===== config.mk =====
export PLATFORM = sky130hd
export DESIGN_NAME = sorted_array_priority_queue
export DESIGN_NICKNAME = d
export VERILOG_FILES = /design/src/rtl/spq_pkg.sv /design/src/rtl/spq_cell.sv /design/src/rtl/sorted_array_priority_queue.sv
export SDC_FILE = /design/constraint.sdc
export NUM_CORES = 2
export LEC_CHECK = 0
export BUFFER_PORTS_ARGS = -buffer_cell sky130_fd_sc_hd__buf_2
export CORE_MARGIN = 3
export CORE_UTILIZATION = 55
export CTS_CLUSTER_DIAMETER = 150
export CTS_CLUSTER_SIZE = 14
export DETAILED_ROUTE_END_ITERATION = 12
export PLACE_DENSITY = 0.72
export SLEW_MARGIN = 20
export SYNTH_ARGS = -nofsm -noshare
export SYNTH_HDL_FRONTEND = slang
export SYNTH_SLANG_ARGS = --single-unit

===== constraint.sdc =====
create_clock -name clk_i -period 7.3 [get_ports clk_i]
set_input_delay 1.095 -clock clk_i [delete_from_list [all_inputs] [get_ports clk_i]]
set_output_delay 1.095 -clock clk_i [all_outputs]
set_load 0.05 [all_outputs]

===== src/rtl/spq_pkg.sv =====
// Shared constants and types for the sorted-array priority queue.
package spq_pkg;

  localparam int unsigned QueueDepth   = 16;
  localparam int unsigned PayloadBits  = 32;
  localparam int unsigned PriorityBits = 8;

  localparam int unsigned KindBits = 2;

  // Operation codes carried on the input tuser
  localparam logic [KindBits-1:0] KIND_INSERT = 2'd0;
  localparam logic [KindBits-1:0] KIND_REMOVE = 2'd1;
  localparam logic [KindBits-1:0] KIND_STATUS = 2'd2;

  // Per-cycle command broadcast to every cell
  typedef struct packed {
    logic ins;  // accepted insert
    logic rem;  // accepted remove
  } cell_ctrl_t;

endpackage


===== src/rtl/spq_cell.sv =====
// One slot of the sorted chain: holds an entry, shifts to or from its neighbors.
module spq_cell #(
  parameter int unsigned PAYLOAD_BITS  = spq_pkg::PayloadBits,
  parameter int unsigned PRIORITY_BITS = spq_pkg::PriorityBits
) (
  input  logic                     clk_i,
  input  spq_pkg::cell_ctrl_t      ctrl_i,
  input  logic                     occ_i,       // slot holds a live entry
  input  logic [PAYLOAD_BITS-1:0]  new_pay_i,
  input  logic [PRIORITY_BITS-1:0] new_prio_i,
  input  logic                     prev_below_i, // upper neighbor yields to new entry
  input  logic [PAYLOAD_BITS-1:0]  prev_pay_i,
  input  logic [PRIORITY_BITS-1:0] prev_prio_i,
  input  logic [PAYLOAD_BITS-1:0]  next_pay_i,
  input  logic [PRIORITY_BITS-1:0] next_prio_i,
  output logic                     below_o,     // new entry lands here or above
  output logic [PAYLOAD_BITS-1:0]  pay_o,
  output logic [PRIORITY_BITS-1:0] prio_o,
  output logic [PAYLOAD_BITS-1:0]  pay_d_o,
  output logic [PRIORITY_BITS-1:0] prio_d_o
);

  logic [PAYLOAD_BITS-1:0]  pay_q, pay_d;
  logic [PRIORITY_BITS-1:0] prio_q, prio_d;

  // strict compare keeps equal priorities in arrival order
  assign below_o = !occ_i || (prio_q < new_prio_i);

  always_comb begin
    pay_d  = pay_q;
    prio_d = prio_q;
    if (ctrl_i.ins && below_o) begin
      if (prev_below_i) begin
        pay_d  = prev_pay_i;
        prio_d = prev_prio_i;
      end else begin
        pay_d  = new_pay_i;
        prio_d = new_prio_i;
      end
    end else if (ctrl_i.rem) begin
      pay_d  = next_pay_i;
      prio_d = next_prio_i;
    end
  end

  always_ff @(posedge clk_i) begin
    pay_q  <= pay_d;
    prio_q <= prio_d;
  end

  assign pay_o    = pay_q;
  assign prio_o   = prio_q;
  assign pay_d_o  = pay_d;
  assign prio_d_o = prio_d;

endmodule


===== src/rtl/sorted_array_priority_queue.sv =====
// Top level of the sorted-array priority queue: cell chain, occupancy, result register.
// An accepted item's result is captured in the output register.
// Throughput: one item per cycle while the output is not stalled; every cell updates
// in parallel each cycle, so the single-step shift sets the rate, not QUEUE_DEPTH.
// Reset: rst_ni clears the occupancy and the output valid; slot contents are
// not cleared, only slots below the occupancy are ever read.
module sorted_array_priority_queue #(
  parameter int unsigned QUEUE_DEPTH   = spq_pkg::QueueDepth,
  parameter int unsigned PAYLOAD_BITS  = spq_pkg::PayloadBits,
  parameter int unsigned PRIORITY_BITS = spq_pkg::PriorityBits,
  localparam int unsigned CntW     = $clog2(QUEUE_DEPTH + 1),
  localparam int unsigned InBits   = PAYLOAD_BITS + PRIORITY_BITS,
  localparam int unsigned InW      = ((InBits + 7) / 8) * 8,
  localparam int unsigned OutBits  = 4 + PAYLOAD_BITS + PRIORITY_BITS + CntW,
  localparam int unsigned OutW     = ((OutBits + 7) / 8) * 8
) (
  input  logic                         clk_i,
  input  logic                         rst_ni,
  input  logic                         s_axis_tvalid_i,
  output logic                         s_axis_tready_o,
  // from bit 0: item_payload, item_priority, zero fill
  input  logic [InW-1:0]               s_axis_tdata_i,
  // kind
  input  logic [spq_pkg::KindBits-1:0] s_axis_tuser_i,
  output logic                         m_axis_tvalid_o,
  input  logic                         m_axis_tready_i,
  // from bit 0: accepted, top_valid, top_payload, top_priority, entry_count,
  // is_full, is_empty, zero fill
  output logic [OutW-1:0]              m_axis_tdata_o
);

  // ---------------------------------------------------------------------------
  // Input decode. Slot 0 is the head (highest priority); entries are kept in
  // descending priority, equal priorities in arrival order.
  // ---------------------------------------------------------------------------
  logic                     in_fire;
  logic [PAYLOAD_BITS-1:0]  in_pay;
  logic [PRIORITY_BITS-1:0] in_prio;
  logic                     is_ins, is_rem;
  logic                     full, empty;
  logic                     accepted;
  spq_pkg::cell_ctrl_t      ctrl;

  logic [CntW-1:0] count_q, count_d;
  logic            out_valid_q;

  // result register frees up when the downstream takes it
  assign s_axis_tready_o = !out_valid_q || m_axis_tready_i;
  assign in_fire         = s_axis_tvalid_i && s_axis_tready_o;

  assign in_pay  = s_axis_tdata_i[PAYLOAD_BITS-1:0];
  assign in_prio = s_axis_tdata_i[InBits-1:PAYLOAD_BITS];

  assign is_ins = (s_axis_tuser_i == spq_pkg::KIND_INSERT);
  assign is_rem = (s_axis_tuser_i == spq_pkg::KIND_REMOVE);
  assign full   = (count_q == CntW'(QUEUE_DEPTH));
  assign empty  = (count_q == '0);

  // status read and the unused code are always accepted
  assign accepted = is_ins ? !full : (is_rem ? !empty : 1'b1);

  assign ctrl.ins = in_fire && is_ins && !full;
  assign ctrl.rem = in_fire && is_rem && !empty;

  always_comb begin
    count_d = count_q;
    if (ctrl.ins) begin
      count_d = count_q + CntW'(1);
    end else if (ctrl.rem) begin
      count_d = count_q - CntW'(1);
    end
  end

  // ---------------------------------------------------------------------------
  // Cell chain. On insert, cells whose entry ranks below the new one shift one
  // place toward the tail and the first of them takes the new entry. On remove,
  // every cell takes its tail-side neighbor.
  // ---------------------------------------------------------------------------
  logic [PAYLOAD_BITS-1:0]  pay   [QUEUE_DEPTH];
  logic [PRIORITY_BITS-1:0] prio  [QUEUE_DEPTH];
  logic                     below [QUEUE_DEPTH];
  logic [PAYLOAD_BITS-1:0]  head_pay_d [QUEUE_DEPTH];
  logic [PRIORITY_BITS-1:0] head_prio_d [QUEUE_DEPTH];

  for (genvar i = 0; i < QUEUE_DEPTH; i++) begin : g_cell
    logic                     occ;
    logic                     prev_below;
    logic [PAYLOAD_BITS-1:0]  prev_pay, next_pay;
    logic [PRIORITY_BITS-1:0] prev_prio, next_prio;

    assign occ = (CntW'(i) < count_q);

    if (i == 0) begin : g_head
      assign prev_below = 1'b0;
      assign prev_pay   = in_pay;
      assign prev_prio  = in_prio;
    end else begin : g_body
      assign prev_below = below[i-1];
      assign prev_pay   = pay[i-1];
      assign prev_prio  = prio[i-1];
    end

    if (i == QUEUE_DEPTH - 1) begin : g_tail
      // tail slot is dropped on remove; its content no longer counts
      assign next_pay  = pay[i];
      assign next_prio = prio[i];
    end else begin : g_mid
      assign next_pay  = pay[i+1];
      assign next_prio = prio[i+1];
    end

    spq_cell #(
      .PAYLOAD_BITS (PAYLOAD_BITS),
      .PRIORITY_BITS(PRIORITY_BITS)
    ) u_cell (
      .clk_i       (clk_i),
      .ctrl_i      (ctrl),
      .occ_i       (occ),
      .new_pay_i   (in_pay),
      .new_prio_i  (in_prio),
      .prev_below_i(prev_below),
      .prev_pay_i  (prev_pay),
      .prev_prio_i (prev_prio),
      .next_pay_i  (next_pay),
      .next_prio_i (next_prio),
      .below_o     (below[i]),
      .pay_o       (pay[i]),
      .prio_o      (prio[i]),
      .pay_d_o     (head_pay_d[i]),
      .prio_d_o    (head_prio_d[i])
    );
  end

  // ---------------------------------------------------------------------------
  // Result register: status after the step, head taken from slot 0's next value.
  // ---------------------------------------------------------------------------
  logic                     res_acc_q, res_tv_q, res_full_q, res_empty_q;
  logic [PAYLOAD_BITS-1:0]  res_pay_q;
  logic [PRIORITY_BITS-1:0] res_prio_q;
  logic [CntW-1:0]          res_cnt_q;
  logic                     top_valid_d;

  assign top_valid_d = (count_d != '0);

  always_ff @(posedge clk_i or negedge rst_ni) begin
    if (!rst_ni) begin
      count_q     <= '0;
      out_valid_q <= 1'b0;
    end else begin
      count_q <= count_d;
      if (in_fire) begin
        out_valid_q <= 1'b1;
      end else if (m_axis_tready_i) begin
        out_valid_q <= 1'b0;
      end
    end
  end

  always_ff @(posedge clk_i) begin
    if (in_fire) begin
      res_acc_q   <= accepted;
      res_tv_q    <= top_valid_d;
      res_pay_q   <= top_valid_d ? head_pay_d[0] : '0;
      res_prio_q  <= top_valid_d ? head_prio_d[0] : '0;
      res_cnt_q   <= count_d;
      res_full_q  <= (count_d == CntW'(QUEUE_DEPTH));
      res_empty_q <= !top_valid_d;
    end
  end

  assign m_axis_tvalid_o = out_valid_q;
  assign m_axis_tdata_o  = {{(OutW - OutBits){1'b0}}, res_empty_q, res_full_q, res_cnt_q,
                            res_prio_q, res_pay_q, res_tv_q, res_acc_q};

endmodule

== After elaboration in Yosys (flattened, before gate mapping) ==
Index checks and enable logic that the tools add are counted.

* Muxes and demuxes: 96
* Equal/unequal tests: 3
* Reduce and logical (&&, ||, !) cells: 76
* $add $sub $neg: 2
* $lt $le $gt $ge: 32

{| class="wikitable"
|+ Operator list
! kind !! count
|-
| $mux 32 || 45
|-
| $mux 8 || 45
|-
| $lt 8x8->1 || 16
|-
| $lt 4x5->1 const A || 8
|-
| $reduce_bool 2->1 || 15
|-
| $logic_and 1x1->1 || 21
|-
| $logic_not 1->1 || 20
|-
| $lt 3x5->1 const A || 4
|-
| $logic_or 1x1->1 || 17
|-
| $eq 5x5->1 const B || 2
|-
| $lt 1x5->1 const A || 2
|-
| $lt 2x5->1 const A || 2
|-
| $mux 5 || 2
|-
| $add 5x1->5 const B || 1
|-
| $logic_not 5->1 || 1
|-
| $reduce_bool 5->1 || 1
|-
| $sub 5x1->5 const B || 1
|-
| $mux 1 || 4
|-
| $eq 2x1->1 const B || 1
|-
| $logic_not 2->1 || 1
|}

* Bits of input ports: 46
* Register bits: 695

== Depth between registers and ports, before layout ==
* Word-level depth: 9
* Gate-level depth with buffers: 12

== Cells and area by module ==
Synthesis repeated with hierarchy kept, for this count alone.

* Cell total of the unflattened synthesis: 3440
* Area, all modules: 40467.6 sq um

{| class="wikitable"
|+ Modules (own cells, without submodules)
! module !! times used !! cells an instance !! sequential area each (sq um) !! area each (sq um)
|-
| spq_cell (g_cell[1].u_cell ...) || 9 || 202 || 800.8 || 2364.8
|-
| spq_cell (g_cell[0].u_cell ...) || 7 || 202 || 800.8 || 2317.2
|-
| sorted_array_priority_queue || 1 || 208 || 1621.6 || 2964.1
|}

== Worst setup path after synthesis ==
OpenSTA, ideal clock, no wires.

* Path type: input -> register
* Start point: input s_axis_tdata_i[33]
* End point: register g_cell[15].u_cell.pay_q[0], enable pin
* Library setup time: 0.462 ns
* Stages: 8
* Path buffers: 1
* Arrival time: 4.463 ns
* Slack: 2.375 ns
* Path through: clkbuf_1 -> inv_1 -> ha_1 -> a21o_1 -> a21o_1 -> a21oi_1 -> o21ai_0 -> a31oi_1

* Longest elaborated chain between the ends: 3

{| class="wikitable"
|+ RTL lines
! element !! line !! RTL
|-
| from (decl) || sorted_array_priority_queue.sv:22 || <nowiki>input logic [InW-1:0] s_axis_tdata_i,</nowiki>
|-
| $lt 8x8->1 || spq_cell.sv:27 || <nowiki>assign below_o = !occ_i || (prio_q < new_prio_i);</nowiki>
|-
| $logic_or 1x1->1 || spq_cell.sv:27 ||
|-
| $logic_and 1x1->1 || spq_cell.sv:32 || <nowiki>if (ctrl_i.ins && below_o) begin</nowiki>
|-
| to (signal assigned) || spq_cell.sv:47 || <nowiki>pay_q <= pay_d;</nowiki>
|-
| to (decl) || spq_cell.sv:23 || <nowiki>logic [PAYLOAD_BITS-1:0] pay_q, pay_d;</nowiki>
|}

Every way passes these cells.
A chain may end at the register's enable or synchronous reset.

== Final worst setup path ==
* Start point: input s_axis_tdata_i[39]
* End point: register g_cell[7].u_cell.pay_q[14], enable pin

* Longest elaborated chain between the ends: 4

{| class="wikitable"
|+ RTL lines
! element !! line
|-
| $lt 8x8->1 || spq_cell.sv:27
|-
| $logic_or 1x1->1 || spq_cell.sv:27
|-
| $logic_and 1x1->1 || spq_cell.sv:32
|-
| $reduce_bool 2->1 (no line) || -
|-
| to (signal assigned) || spq_cell.sv:47
|-
| to (decl) || spq_cell.sv:23
|}

Every way passes these cells.

==> results.sh <==
export IMPL_hpwlAfterDp_um=60600
export IMPL_fillers=5299
export IMPL_fin_nets=3365
export IMPL_io_buffers=96
export IMPL_synth_edf_count=649
export IMPL_min_period_ns=4.14
export IMPL_yosys_cell_count_top_type="edfxtp_1"
export IMPL_cts_setup_buffers=0
export IMPL_critical_path_cell_chain="buf_2, inv_1, ha_1, a21oi_1, o21ai_0, a22oi_2, buf_4, and2_2, nand2b_2"
export IMPL_die_area_sq_um=70300
export IMPL_cp_required_ns=7.57
export IMPL_r2r_cells=7
export IMPL_setup_viol=0
export IMPL_netlist_top_cell_by_area="edfxtp_1"
export IMPL_pre_cts_slack_ns=2.55
export IMPL_grt_pass1_wl_um=139000
export IMPL_netlist_area_leader_share_pct=52.8
export IMPL_die_h_um=265
export IMPL_max_slew_worst_pin_slew_ns=1.00
export IMPL_rows=94
export IMPL_first_iter_violations=2318
export IMPL_antenna_found_initial=0
export IMPL_grt_start_max_net_pins=109
export IMPL_cp_max_fo=48
export IMPL_final_cell_count_no_fill=4100
export IMPL_start_util_pct=55.8
export IMPL_yosysUniqueCellTypes=55
export IMPL_ys_seq_elements=695
export IMPL_power_leakage_uw=0.0155
export IMPL_synth_common_cells="edfxtp_1 (649), mux2i_1 (594), nand2_1 (497)"
export IMPL_power_density_nw_per_um2=288
export IMPL_min_path_type="in -> async"
export IMPL_yosysWarnings=0
export IMPL_path_buf_inv=3
export IMPL_rsz0062_at_grt="no"
export IMPL_synth_area_leaders="edfxtp_1 (53%), mux2i_1 (16%), o21ai_0 (6.3%), nand2_1 (5.1%), ha_1 (3.9%)"
export IMPL_first_global_vias=24800
export IMPL_critPathLaunchType="input port"
export IMPL_cpMaxStageDelayCell="nand2b_2"
export IMPL_dr_pass1_iters=6
export IMPL_avgSynthCellArea_sq_um=11.3
export IMPL_final_setup_tns_ns=0
export IMPL_status="completed"
export IMPL_area_growth_pct=7.09
export IMPL_dp_cells=4010
export IMPL_power_total_uw=11400
export IMPL_grt_remaining_overflow=0
export IMPL_via_count=25000
export IMPL_drv_cap=0
export IMPL_die_width_um=265
export IMPL_yosysSeqAreaShare_pct=55.4
export IMPL_syn_area_sq_um=36900
export IMPL_syn_inst=3267
export IMPL_clk_pin_slew_ns=0.07
export IMPL_design_core_area_sq_um=66100
export IMPL_drive_gt1_share_pct=10.0
export IMPL_final_period_utilization_pct=56.7
export IMPL_antenna_cells=0
export IMPL_cp_depth=9
export IMPL_report_final_slew_viol_count=0
export IMPL_totalWireLength_um=87600
export IMPL_peakVddDrop_mv=0.282
export IMPL_clock_path_buffers=3
export IMPL_viasPerCell=6.09
export IMPL_numCtsBuffers=55
export IMPL_postCtsHoldBufs=0
export IMPL_ant_nets=0
export IMPL_worst_skew_pair_late_latency_ns=0.65
export IMPL_worstSetupPathType="in -> reg"
export IMPL_track_usage_pct=24.5
export IMPL_multi_input_comb_area_sq_um=15600
export IMPL_crit_arrival_ns=4.41
export IMPL_path_delay_family="buffers and inverters"
export IMPL_gp_congestion=0.883
export IMPL_slowest_delay_ns=0.75
export IMPL_synthArstFlopShare_pct=0.863
export IMPL_cts_tree="built"
export IMPL_drc=0
export IMPL_skew_ns=0.0280
export IMPL_synth_main_ff_cell="edfxtp_1"
export IMPL_holdWs_ns=0.277
export IMPL_seq_area_sq_um=20400
export IMPL_routedWlPerCell_um=21.4
export IMPL_setup_ws_ns=3.16
export IMPL_cts_sinks=695
export IMPL_fmax_mhz=242
export IMPL_hold_viol=0
export IMPL_htree_levels=2
export IMPL_cts_root_buf="clkbuf_16"
export IMPL_io_pins=104
export IMPL_relSlewSlack_pct=32.9
export IMPL_cts_resized=0
export IMPL_worstSetupEndpointType="register"
## power by group
part	switching, uW	leakage (uW)	internal, uW
clock network	1410	0.000737	1400
logic	2000	0.00841	1260
registers	310	0.00638	4970
## registers in the layout (all words and copies together), names as in the netlist
signal	flops
res_full_q	1
m_axis_tvalid_o	1
res_pay_q	32
res_acc_q	1
res_cnt_q	5
res_empty_q	1
res_tv_q	1
res_prio_q	8
g_cell.u_cell.pay_o	512
g_cell.u_cell.prio_o	128
count_q	5
## path summary, 6_finish.rpt
kind | from | to | slack [ns]
max | s_axis_tdata_i[39] | g_cell[7].u_cell.pay_o[14] | 3.16
min | rst_ni | count_q[2] | 0.28
max reg2reg | count_q[1] | g_cell[2].u_cell.pay_o[9] | 3.35
min reg2reg | g_cell[14].u_cell.pay_o[27] | g_cell[13].u_cell.pay_o[27] | 0.55
max in group asynchronous | rst_ni | count_q[0] | 6.86
min in group clk_i | g_cell[14].u_cell.pay_o[27] | g_cell[13].u_cell.pay_o[27] | 0.55
## cells in the final DEF (no fill, tap or decap), types with 7 or more instances in the layout
master     instances
buf_2             96
ha_1             116
o21ai_4           13
nor2_4            12
mux2i_1          594
buf_4             45
o21ai_1           83
a211oi_1          16
a211oi_2          38
nor3_1            14
nor2_1           150
conb_1             7
nor2b_1           13
clkbuf_16         55
edfxtp_1         649
o21ai_0          468
inv_1             10
nand2_1          494
dfxtp_1           40
clkbuf_1          31
a21oi_1          176
mux2_2            40
## logic make-up after synthesis
logic type                 count (synthesis)  synth area share (%)
muxes                                    635                  17.4
adders and majority gates                116                  3.93
AOI/OAI and AO/OA                        818                  12.3
and+or+nand+nor                          715                  7.66
buffers and inverters                    282                  3.29
xor gates and xnor gates                   5                 0.119
other                                      1                0.0102
DFF                                      695                  55.4
## per-stage QoR
stage                     cell area [sq um]  utilization (%)
after global routing                  39500             59.8
after floorplan                       36900                -
after global placement                38000             57.4
after CTS                             39500             59.8
final                                 39500             59.8
after detailed placement              38000             57.4
## worst reg2reg max path, stage by stage, from the launching register on
cell	delay (ns)
dfrtp_1	0.55
inv_1	0.21
ha_1	0.16
or3b_4	0.44
o2111ai_4	0.19
buf_4	0.52
buf_4	0.64
nand2_2	0.75
## per-layer routing
metal / GRT usage, % / share of wire (%) / up-vias
li1: - / - / 11800
met1: 37.8 / 48 / 12100
met2: 37.5 / 44 / 946
met3: 2.68 / 6.9 / 116
met4: 6.02 / 1.9 / 0
met5: 0 / 0 / -
## final cells by class
cell class                 count  share of cell area, %
multi-input combinational   2296                   39.4
inverter                      13                  0.127
clock buffer                  86                   3.78
timing repair buffer         142                   2.12
tap                          864                   2.73
sequential                   695                   51.7
clock inverter                 4                  0.158
Power figures use the tool's default switching activity.
